===== src/design/dhi_pkg.sv =====
// ----------------------------------------------------------------------------
// dhi_pkg: shared types and constants for the d-ary heap insert unit
// Holds sizes, status and command codes, and the controller/datapath links.
// ----------------------------------------------------------------------------
package dhi_pkg;
  localparam int Capacity = 1024;
  localparam int AddrBits = $clog2(Capacity);
  localparam int CountBits = AddrBits + 1;
  localparam int KeyBits = 64;
  localparam int TagBits = 16;
  localparam int MaxArity = 8;
  localparam int ArityBits = 4;
  localparam int EntryBits = KeyBits + TagBits;

  localparam logic [1:0] StatusOk = 2'd0;
  localparam logic [1:0] StatusLocked = 2'd1;
  localparam logic [1:0] StatusFull = 2'd2;

  localparam logic CmdInsert = 1'b0;
  localparam logic CmdClear = 1'b1;

  localparam logic [1:0] RegArity = 2'd0;
  localparam logic [1:0] RegOrder = 2'd1;
  localparam logic [1:0] RegLocked = 2'd2;

  typedef struct packed {
    logic load;       // capture input word, start at fill position
    logic write_new;  // write new entry at current position
    logic read_par;   // read the parent of the current position
    logic move_down;  // write parent entry at position, step up
    logic read_root;  // read entry 0
    logic clear;      // empty the heap
  } dhi_cmd_t;

  typedef struct packed {
    logic at_root;  // current position is 0
    logic rise;     // new key should pass its parent
    logic full;
    logic empty;
  } dhi_stat_t;
endpackage


===== src/design/dhi_ctrl.sv =====
// ----------------------------------------------------------------------------
// dhi_ctrl: sequencer for insert, sift-up and result delivery
// Walks one word through its steps and holds the result register.
// ----------------------------------------------------------------------------
module dhi_ctrl import dhi_pkg::*; (
  input  logic                 clk,
  input  logic                 rst,
  input  logic                 in_valid,
  output logic                 in_ready,
  input  logic                 in_cmd,
  input  logic                 locked,
  input  dhi_stat_t            stat,
  input  logic [CountBits-1:0] entry_count,
  input  logic [KeyBits-1:0]   root_key,
  input  logic [TagBits-1:0]   root_tag,
  output dhi_cmd_t             cmd,
  output logic                 out_valid,
  input  logic                 out_ready,
  output logic [1:0]           status,
  output logic [CountBits-1:0] out_count,
  output logic [KeyBits-1:0]   top_key,
  output logic [TagBits-1:0]   top_tag
);
  typedef enum logic [2:0] {
    S_IDLE, S_WRITE, S_PARENT, S_READ, S_DECIDE, S_ROOT, S_ROOTWAIT, S_DONE
  } state_t;

  state_t state;
  logic   res_pending;

  assign in_ready = (state == S_IDLE) && !out_valid;

  always_comb begin
    cmd = '0;
    unique case (state)
      S_IDLE: begin
        if (in_valid && in_ready) begin
          if (in_cmd == CmdClear) begin
            cmd.clear = 1'b1;
          end else if (!locked && !stat.full) begin
            cmd.load = 1'b1;
          end
        end
      end
      S_WRITE:    cmd.write_new = 1'b1;
      S_READ:     cmd.read_par = 1'b1;
      S_DECIDE:   cmd.move_down = !stat.at_root && stat.rise;
      S_ROOT:     cmd.read_root = 1'b1;
      S_ROOTWAIT: cmd.read_root = 1'b1;
      default:    cmd = '0;
    endcase
  end

  always_ff @(posedge clk) begin
    if (rst) begin
      state <= S_IDLE;
      out_valid <= 1'b0;
      res_pending <= 1'b0;
    end else begin
      if (out_valid && out_ready) begin
        out_valid <= 1'b0;
      end
      unique case (state)
        S_IDLE: begin
          if (in_valid && in_ready) begin
            if (in_cmd == CmdClear) begin
              status <= StatusOk;
              state <= S_DONE;
            end else if (locked) begin
              status <= StatusLocked;
              state <= S_ROOT;
            end else if (stat.full) begin
              status <= StatusFull;
              state <= S_ROOT;
            end else begin
              status <= StatusOk;
              state <= S_WRITE;
            end
          end
        end
        S_WRITE: state <= S_PARENT;
        S_PARENT: begin
          if (stat.at_root) begin
            state <= S_ROOT;
          end else begin
            state <= S_READ;
          end
        end
        S_READ:   state <= S_DECIDE;
        S_DECIDE: begin
          if (stat.rise) begin
            state <= S_WRITE;
          end else begin
            state <= S_ROOT;
          end
        end
        S_ROOT:     state <= S_ROOTWAIT;
        S_ROOTWAIT: state <= S_DONE;
        S_DONE: begin
          out_valid <= 1'b1;
          out_count <= entry_count;
          top_key <= stat.empty ? '0 : root_key;
          top_tag <= stat.empty ? '0 : root_tag;
          res_pending <= 1'b0;
          state <= S_IDLE;
        end
        default: state <= S_IDLE;
      endcase
      if (state == S_IDLE && in_valid && in_ready) begin
        res_pending <= 1'b1;
      end
    end
  end

  always @(posedge clk) begin
    if (!rst) begin
      assert (!(out_valid && res_pending && state == S_IDLE))
        else $error("result pending while idle");
    end
  end

  a_no_accept_busy: assert property (@(posedge clk) disable iff (rst)
    (state != S_IDLE) |-> !in_ready) else $error("accept while busy");
  a_done_valid: assert property (@(posedge clk) disable iff (rst)
    (state == S_DONE) |=> out_valid) else $error("result not raised");
  a_one_result: assert property (@(posedge clk) disable iff (rst)
    (out_valid && !out_ready) |=> out_valid) else $error("result dropped");
endmodule


===== config.mk =====
export PLATFORM = sky130hd
export DESIGN_NAME = dhi_ctrl
export DESIGN_NICKNAME = d
export VERILOG_FILES = /design/src/design/dhi_pkg.sv /design/src/design/dhi_ctrl.sv
export SDC_FILE = /design/constraint.sdc
export NUM_CORES = 1
export LEC_CHECK = 0
export BUFFER_PORTS_ARGS = -buffer_cell sky130_fd_sc_hd__buf_2
export CAP_MARGIN = 20
export CORE_AREA = 5 5 130 83
export DETAILED_ROUTE_END_ITERATION = 8
export DIE_AREA = 0 0 135 88
export PLACE_DENSITY = 0.84
export SLEW_MARGIN = 25
export SYNTH_ARGS = -nofsm -noshare
export SYNTH_HDL_FRONTEND = slang
export SYNTH_SLANG_ARGS = --single-unit
export TNS_END_PERCENT = 1

===== constraint.sdc =====
create_clock -name clk -period 5.5 [get_ports clk]
set_clock_uncertainty 0.15 [all_clocks]
set_input_delay 0.275 -clock clk [delete_from_list [all_inputs] [get_ports clk]]
set_output_delay 0.275 -clock clk [all_outputs]
set_load 0.005 [all_outputs]

==> results of run 1 <==
-- timing repair --
item | CTS | global route
hold buffers | 11 | 0
hold endpoints to repair | 11 | 0
resized for setup | 0 | 0
-- worst paths after layout --
check	start	to	slack [ns]	cells after the start
setup / recovery	state[0]	out_count[6]	3.02	3
hold / removal	rst	out_valid	0.04	2
setup reg to reg	state[0]	out_count[6]	3.02	3
hold reg to reg	out_valid	out_valid	0.37	2
-- Yosys cell counts (all sizes together), types with 2 or more instances --
| master | count | area (um2) |
|---|---|---|
| buf | 3 | 26.27 |
| dfxtp | 4 | 80.08 |
| nand3b | 2 | 15.01 |
| nor2b | 82 | 513.0 |
| nor4 | 2 | 18.77 |
| a21oi | 3 | 15.01 |
| nor3b | 3 | 27.52 |
| nor2 | 5 | 18.77 |
| nand2b | 3 | 18.77 |
| edfxtp | 93 | 2793 |
| clkbuf | 8 | 30.03 |
-- registers in the layout (all words and copies together) (netlist names) --
name and count:
state 3, top_tag 16, out_count 11, status 2, out_valid 1, top_key 64
-- area by class of cell --
class / count / area [um2] / area share
tap: 135 / 168.9 / 0.03221
multi-input combinational: 111 / 728.2 / 0.1389
clock buffer: 9 / 225.2 / 0.04295
sequential: 97 / 2873 / 0.5478
clock inverter: 7 / 93.84 / 0.01790
inverter: 1 / 3.754 / 0.0007158
timing repair buffer: 215 / 1151 / 0.2195
-- power breakdown --
| group | switching [mW] | internal, mW |
|---|---|---|
| clock | 0.256 | 0.398 |
| combinational | 0.0553 | 0.0731 |
| sequential | 0.0162 | 0.822 |
-- stage by stage --
| step | power [mW] | area (um2) | instances | utilization |
|---|---|---|---|---|
| 5_1_grt | 1.697 | 5244 | 575 | 0.5523 |
| 2_1_floorplan | 0.9202 | 3654 | 220 | - |
| 3_5_place_dp | 0.9771 | 4795 | 547 | 0.5050 |
| 4_1_cts | 1.646 | 5224 | 574 | 0.5502 |
| 3_3_place_gp | 0.9699 | 4795 | 547 | 0.5050 |
| 6_report | 1.621 | 5244 | 575 | 0.5523 |
-- metal layers --
metal	vias up	GRT usage
li1	1202	-
met1	1176	0.1769
met2	144	0.2408
met3	15	0.07692
met4	0	0.04483
met5	-	0
-- logic make-up after synthesis --
kind of cell | synth area share
buffers and inverters | 0.01644
AOI/OAI and AO/OA | 0.01575
xor gates and xnor gates | 0.002398
DFF | 0.7863
and+or+nand+nor | 0.1791
==> impl_metrics.toml, run 1 <==
[detailed_routing]
dr.pass1.iters = 4
viasPerCell = 4.412
wl_met3_mm = 1.141
dr.max_layer_used = "met4"
drc = 0
wire_per_inst_um = 15.46
met1Wirelength_mm = 3.479
drt_iter0_drc = 45
via_count = 2537
dr_wl_met2_mm = 4.137
ant_nets = 0
drt_wl_total_mm = 8.889

[place]
globalplace.congestion = 0.8598
hpwl_mm = 6.549
port-buffer-count = 201
dp_slack_ns = 2.460

[grt]
overflow = 0
grt_pass1_wl_mm = 13.61
grt_usage = 0.1491
grt_pass1_vias = 2648
grt_max_degree = 81
antenna_found_initial = 0

[clock_network]
cts_buffers = 9
path_clk_slew_ns = 0.06
cts_setup_buffers = 0
clockRootBuffer = "clkbuf_16"
cts-htree-levels = 3
cts_tree = "done"
clockBufferDepth = 2
cts_sinks = 97
clkLatencyLatePin_ns = 0.33

[critical_path]
cp_slowest_stage_delay_ns = 0.60
cpLargestDelayFamily = "simple AND/OR/NAND/NOR gates"
cp-end-kind = "flip-flop"
cp-start-kind = "flip-flop"
cp_num_buf_inv = 1
path_class = "flip-flop to flip-flop"
critPathArrivalTime_ns = 2.30
crit_slowest_cell = "buf_4"
critPathRequiredTime_ns = 5.31
cp_cell_sequence = "nand3_1 -> nor2_4 -> buf_4"
worstPathMaxFanout = 51

[logic_synthesis]
avgSynthCellArea_um2 = 16.61
synthFlopType = "edfxtp_1"
synth-seq-cells = 97
ys_async_sr_fraction = 0
yosysSeqAreaShare = 0.7863
synthCells = 220
synth_area_mm2 = 0.003654
synth_nets = 321
ys_warn_count = 0
synth_edf_count = 93
yosysUniqueCellTypes = 26

[timing]
fmax_ghz = 0.4027
holdWs_ns = 0.04447
fin_crit_sh = 0.4515
worstMarginPinSlew_ns = 0.7692
slew_viol_final = 0
setup_viol = 0
hold_viol_final = 0
rsz0062_at_grt = "false"
tns_ns = 0
finalWorstSetupSlack_ns = 3.017
timing.final.crit_period_ns = 2.483
max_slew_margin = 0.4872

[floorplan]
die_h_um = 88
std_cell_rows = 28
chipWidth_um = 135
start_util = 0.3848
dieArea_mm2 = 0.01188
core_area_mm2 = 0.009494
io_pins = 202

[run_status]
status = "complete, no violations"

[final_layout]
layout.nets = 536
n_antenna_cell = 0
fill_cells = 764
drive_above_1_share = 0.5091
final_common_cell = "buf_2"
syn2layout_area_growth_pct = 43.53
most-common-layout-cells = "201 x buf_2, 93 x edfxtp_1, 82 x nor2b_1"

[power_and_ir_drop]
ir_drop_mv = 0.1551
p_leak_nw = 2.154
p_per_area_mw_per_mm2 = 309.1

[job]
max-cap-violations = 0

[min_path]
hp-class = "input pin to flip-flop"
Note: power is estimated with default switching activity, not from simulation.
==> run 2, diff against run 1 <==
==> constraint.sdc (replaced) <==
create_clock -name clk -period 2.1 [get_ports clk]
set_clock_uncertainty 0.15 [all_clocks]
set_input_delay 0.105 -clock clk [delete_from_list [all_inputs] [get_ports clk]]
set_output_delay 0.105 -clock clk [all_outputs]
set_load 0.005 [all_outputs]
==> run 2 against run 1 <==
  * Cell count increased by 15%
  * Sequential power grew to 2.6 times the previous value
  * Critical path depth grew 1
  * Count of clock-buffer cells in the layout rose by 1
  * Final area grew 17%
  * Sequential cell count unchanged
  * Largest cell class unchanged
  * Highest routed layer unchanged
==> impl_metrics.toml, run 2 (synthesis gave the netlist of run 1 again) <==
[run_status]
status = "complete, no violations"

[detailed_routing]
drc = 0
ant_nets = 0
wire_per_inst_um = 16.09
viasPerCell = 4.414
drt_wl_total_mm = 10.65
dr.pass1.iters = 4
drt_iter0_drc = 88
via_count = 2922

[floorplan]
die_h_um = 88
std_cell_rows = 28
start_util = 0.3848
io_pins = 202
dieArea_mm2 = 0.01188
core_area_mm2 = 0.009494
chipWidth_um = 135

[power_and_ir_drop]
p_sw_mw = 0.8837
p_per_area_mw_per_mm2 = 694.8
ir_drop_mv = 0.4171
p_int_mw = 3.371
p_leak_nw = 2.512
clock_power_share = 0.370
p_seq_frac = 0.518
sw_frac_of_total = 0.2077
finalPower_mw = 4.254
pwr-share-comb = 0.112

[place]
placed_cells = 548
globalplace.congestion = 0.8004
port-buffer-count = 201
dp_slack_ns = 0.3827
hpwl_mm = 6.386

[timing]
fmax_ghz = 0.5278
timing.final.crit_period_ns = 1.895
tns_ns = 0
fin_crit_sh = 0.9022
worstMarginPinSlew_ns = 0.4624
setup_viol = 0
hold_viol_final = 0
rsz0062_at_grt = "false"
max_slew_margin = 0.6913
slew_viol_final = 0
finalWorstSetupSlack_ns = 0.2055

[critical_path]
critPathArrivalTime_ns = 1.64
cp_slowest_stage_delay_ns = 0.45
cp_num_buf_inv = 1
cpLargestDelayFamily = "simple AND/OR/NAND/NOR gates"
cp_cell_sequence = "nor3_4 -> nand3b_1 -> nor4_2 -> buf_2"
path_class = "flip-flop to output pin"
crit_slowest_cell = "dfxtp_1"
path_depth = 4
worstPathMaxFanout = 10
critPathRequiredTime_ns = 1.85
critPathLaunch = "state[2]"
cp-end-kind = "output pin"
reg2reg_depth = 3
r2r-start = "state[2]"
cp-start-kind = "flip-flop"

[job]
max-cap-violations = 0

[clock_network]
cts_buffers = 9
path_clk_slew_ns = 0.06
cts_setup_buffers = 0
post_cts_resize_count = 0
cts-htree-levels = 3
cts_sinks = 97
clkLatencyLatePin_ns = 0.33
cts-hold-fix-buffers = 98
cts_tree = "done"
clockBufferDepth = 2
clockRootBuffer = "clkbuf_16"

[grt]
grt_pass1_wl_mm = 16.16
overflow = 0
grt_pass1_vias = 3218
grt_max_degree = 81
antenna_found_initial = 0
grt_usage = 0.1766

[final_layout]
finalNonFillerCells = 662
layout.nets = 623
largest_reg_flops = 64
final_core_util = 0.6450
fill_cells = 662
drive_above_1_share = 0.4288
syn2layout_area_growth_pct = 67.60
top_register = "top_key"
final_common_cell = "buf_2"
top_regs = "top_key: 64 flops, top_tag: 16 flops, out_count: 11 flops"
most-common-layout-cells = "201 x buf_2, 98 x dlygate4sd3_1, 93 x edfxtp_1"
n_antenna_cell = 0

[min_path]
min_from = "in_valid"
hp-class = "input pin to flip-flop"
hold_depth = 4
==> run 2: stage by stage <==
stage	instance area (um2)	hold slack [ns]
finish	6123	0.04031
global route	6123	0.04554
CTS	6123	0.01442
detailed placement	4855	0.1339
global placement	4855	0.1335
floorplan	3684	0.02407
==> run 2: power groups by stage <==
stage / Clock [mW] / Combinational, mW / Sequential (mW)
final: 1.57 / 0.477 / 2.21
after global routing: 1.70 / 0.515 / 2.21
after CTS: 1.62 / 0.465 / 2.20
after detailed placement: 0 / 0.324 / 2.24
after global placement: 0 / 0.310 / 2.24
after floorplan: 0 / 0.213 / 2.21
==> run 2: path summary, 6_finish.rpt <==
| check | to | slack [ns] |
|---|---|---|
| worst max-delay path | cmd[5] | 0.21 |
| worst min-delay path | state[1] | 0.04 |
| worst max register to register | top_key[54] | 0.36 |
| worst min register to register | state[0] | 0.42 |
==> run 2: per-layer routing <==
layer,part of all wire,track usage,vias up
met5,0,0,-
met4,0.017,0.05124,0
met3,0.10,0.07807,19
met2,0.49,0.3002,152
met1,0.40,0.2066,1371
li1,-,-,1380
==> run 2: layout make-up <==
class                           instances  area, um2  share of cell area
Sequential cell                        97       2875              0.4696
Timing Repair Buffer                  302       2047              0.3343
Multi-Input combinational cell        111      740.7              0.1210
Clock buffer                           10      229.0             0.03739
Tap cell                              135      168.9             0.02758
Clock inverter                          6      58.81            0.009604
Inverter                                1      3.754           0.0006130
==> run 2: tightest hold or removal path: stages <==
cell	delay (ns)
buf_2	0.11
nand2b_1	0.07
a21o_1	0.15
a21oi_1	0.05
==> run 3, diff against run 2 <==
--- a/config.mk
+++ b/config.mk
@@ -7,10 +7,10 @@
 export LEC_CHECK = 0
 export BUFFER_PORTS_ARGS = -buffer_cell sky130_fd_sc_hd__buf_2
 export CAP_MARGIN = 20
-export CORE_AREA = 5 5 130 83
+export CORE_AREA = 5 5 92 115
 export DETAILED_ROUTE_END_ITERATION = 8
-export DIE_AREA = 0 0 135 88
-export PLACE_DENSITY = 0.84
+export DIE_AREA = 0 0 97 120
+export PLACE_DENSITY = 0.85
 export SLEW_MARGIN = 25
 export SYNTH_ARGS = -nofsm -noshare
 export SYNTH_HDL_FRONTEND = slang
==> run 3 against run 2 <==
  * Worst setup slack improved by 0.12 ns
  * Via count fell by 1.4%
  * Combinational power rose by 0.8%
  * Hold slack got worse by 0.022 ns
  * Register-to-register slack improved by 0.04 ns
  * Largest cell class unchanged
==> impl_metrics.toml, run 3 (synthesis gave the netlist of run 1 again) <==
[critical_path]
crit_slowest_cell = "dfxtp_1"
worstPathMaxFanout = 10
endpoint = "cmd[5]"
path_class = "flip-flop to output pin"
reg2reg_to = "state[2]"
cp_slowest_stage_delay_ns = 0.43
critPathLaunch = "state[2]"
cp-start-kind = "flip-flop"
cp_num_buf_inv = 1
rrSetupSlack_ns = 0.40
r2r-start = "state[2]"
critPathArrivalTime_ns = 1.52
path_depth = 4
reg2reg_depth = 4
critPathRequiredTime_ns = 1.85
cp_cell_sequence = "nor3_4 -> nand3b_1 -> nor4_2 -> buf_2"
cpLargestDelayFamily = "simple AND/OR/NAND/NOR gates"
cp-end-kind = "output pin"

[clock_network]
cts-htree-levels = 3
path_clk_slew_ns = 0.07
clockRootBuffer = "clkbuf_16"
cts_tree = "done"
clockBufferDepth = 2
cts-hold-fix-buffers = 99
cts_buffers = 9
cts_sinks = 97
post_cts_resize_count = 0
cts_setup_buffers = 0
clkLatencyLatePin_ns = 0.33

[timing]
max_slew_margin = 0.7219
hold_viol_final = 0
finalWorstSetupSlack_ns = 0.3237
timing.final.crit_period_ns = 1.776
worstMarginPinSlew_ns = 0.4165
rsz0062_at_grt = "false"
setup_viol = 0
fin_crit_sh = 0.8459
slew_viol_final = 0
fmax_ghz = 0.5630

[final_layout]
most-common-layout-cells = "201 x buf_2, 99 x dlygate4sd3_1, 93 x edfxtp_1"
drive_above_1_share = 0.4337
final_common_cell = "buf_2"
final_core_util = 0.6516
top_regs = "top_key: 64 flops, top_tag: 16 flops, out_count: 11 flops"
layout.nets = 624
largest_reg_flops = 64
syn2layout_area_growth_pct = 68.70
top_register = "top_key"

[detailed_routing]
drc = 0
drt_wl_total_mm = 10.42
viasPerCell = 4.398
wire_per_inst_um = 15.91
ant_nets = 0
drt_iter0_drc = 86
via_count = 2881
dr.pass1.iters = 4

[floorplan]
core_area_mm2 = 0.009459
die_h_um = 120
start_util = 0.3862
dieArea_mm2 = 0.01164
chipWidth_um = 97
std_cell_rows = 40
io_pins = 202

[power_and_ir_drop]
p_per_area_mw_per_mm2 = 719.7
finalPower_mw = 4.436
ir_drop_mv = 0.3772
p_leak_nw = 2.537

[place]
globalplace.congestion = 0.8053
hpwl_mm = 6.473
port-buffer-count = 201
dp_slack_ns = 0.4190

[run_status]
status = "complete, no violations"

[job]
max-cap-violations = 0

[grt]
grt_usage = 0.1786
overflow = 0
antenna_found_initial = 0
grt_pass1_vias = 3211
grt_pass1_wl_mm = 16.22
grt_max_degree = 81

[min_path]
hp-class = "input pin to flip-flop"
run 3: cell types whose count changed in the layout (fill, tap and decap cells not counted), sizes merged:
cell and change:
clkbuf -1, diode +1, clkinv -3, inv +3, bufinv +1, dlygate4sd3 +1
run 3: metrics by stage:
stage	cells	setup TNS [ns]	hold slack, ns	area (um2)
after floorplan	220	-33.80	0.02407	3684
after global placement	539	0	0.1343	4843
after detailed placement	539	0	0.1366	4843
after CTS	654	0	0.004742	6161
after global routing	654	0	0.04440	6161
final	655	0	0.01795	6163
run 3: routing by layer:
layer	vias up	part of all wire	track usage
met5	-	0	0
met1	1315	0.35	0.1835
met2	158	0.53	0.3156
li1	1379	-	-
met3	29	0.083	0.06860
met4	0	0.032	0.08955
run 3: final cells by class:
class                   instances  area [um2]
flip-flops and latches         97        2875
clock inverters                 7       101.3
clock buffers                   9       225.2
inverters                       1       3.754
well taps                     126       157.7
repair buffers                303        2057
multi-input cells             111       740.7
diodes                          1       2.502
fillers                       686        3296
run 3: worst min path at each step:
stage	from	end	slack, ns	cells after the start
6_report	in_valid	state[0]	0.02	4
5_1_grt	in_valid	state[0]	0.04	4
4_1_cts	in_valid	state[0]	0.005	4
3_5_place_dp	entry_count[9]	out_count[9]	0.14	1
3_3_place_gp	entry_count[0]	out_count[0]	0.13	1
2_1_floorplan	rst	out_valid	0.02	1
run 3: where the power goes:
part           internal (mW)  leakage (nW)  switching, mW
clock                   1.06         0.158          0.695
combinational          0.308          1.50          0.173
sequential              2.15         0.882         0.0475
run 3: worst register-to-register path, stage by stage, from the launching register on:
cell and delay [ns]:
dfxtp_1 0.43, nor3_4 0.26, o31ai_1 0.10, dlygate4sd3_1 0.57, a21oi_1 0.13
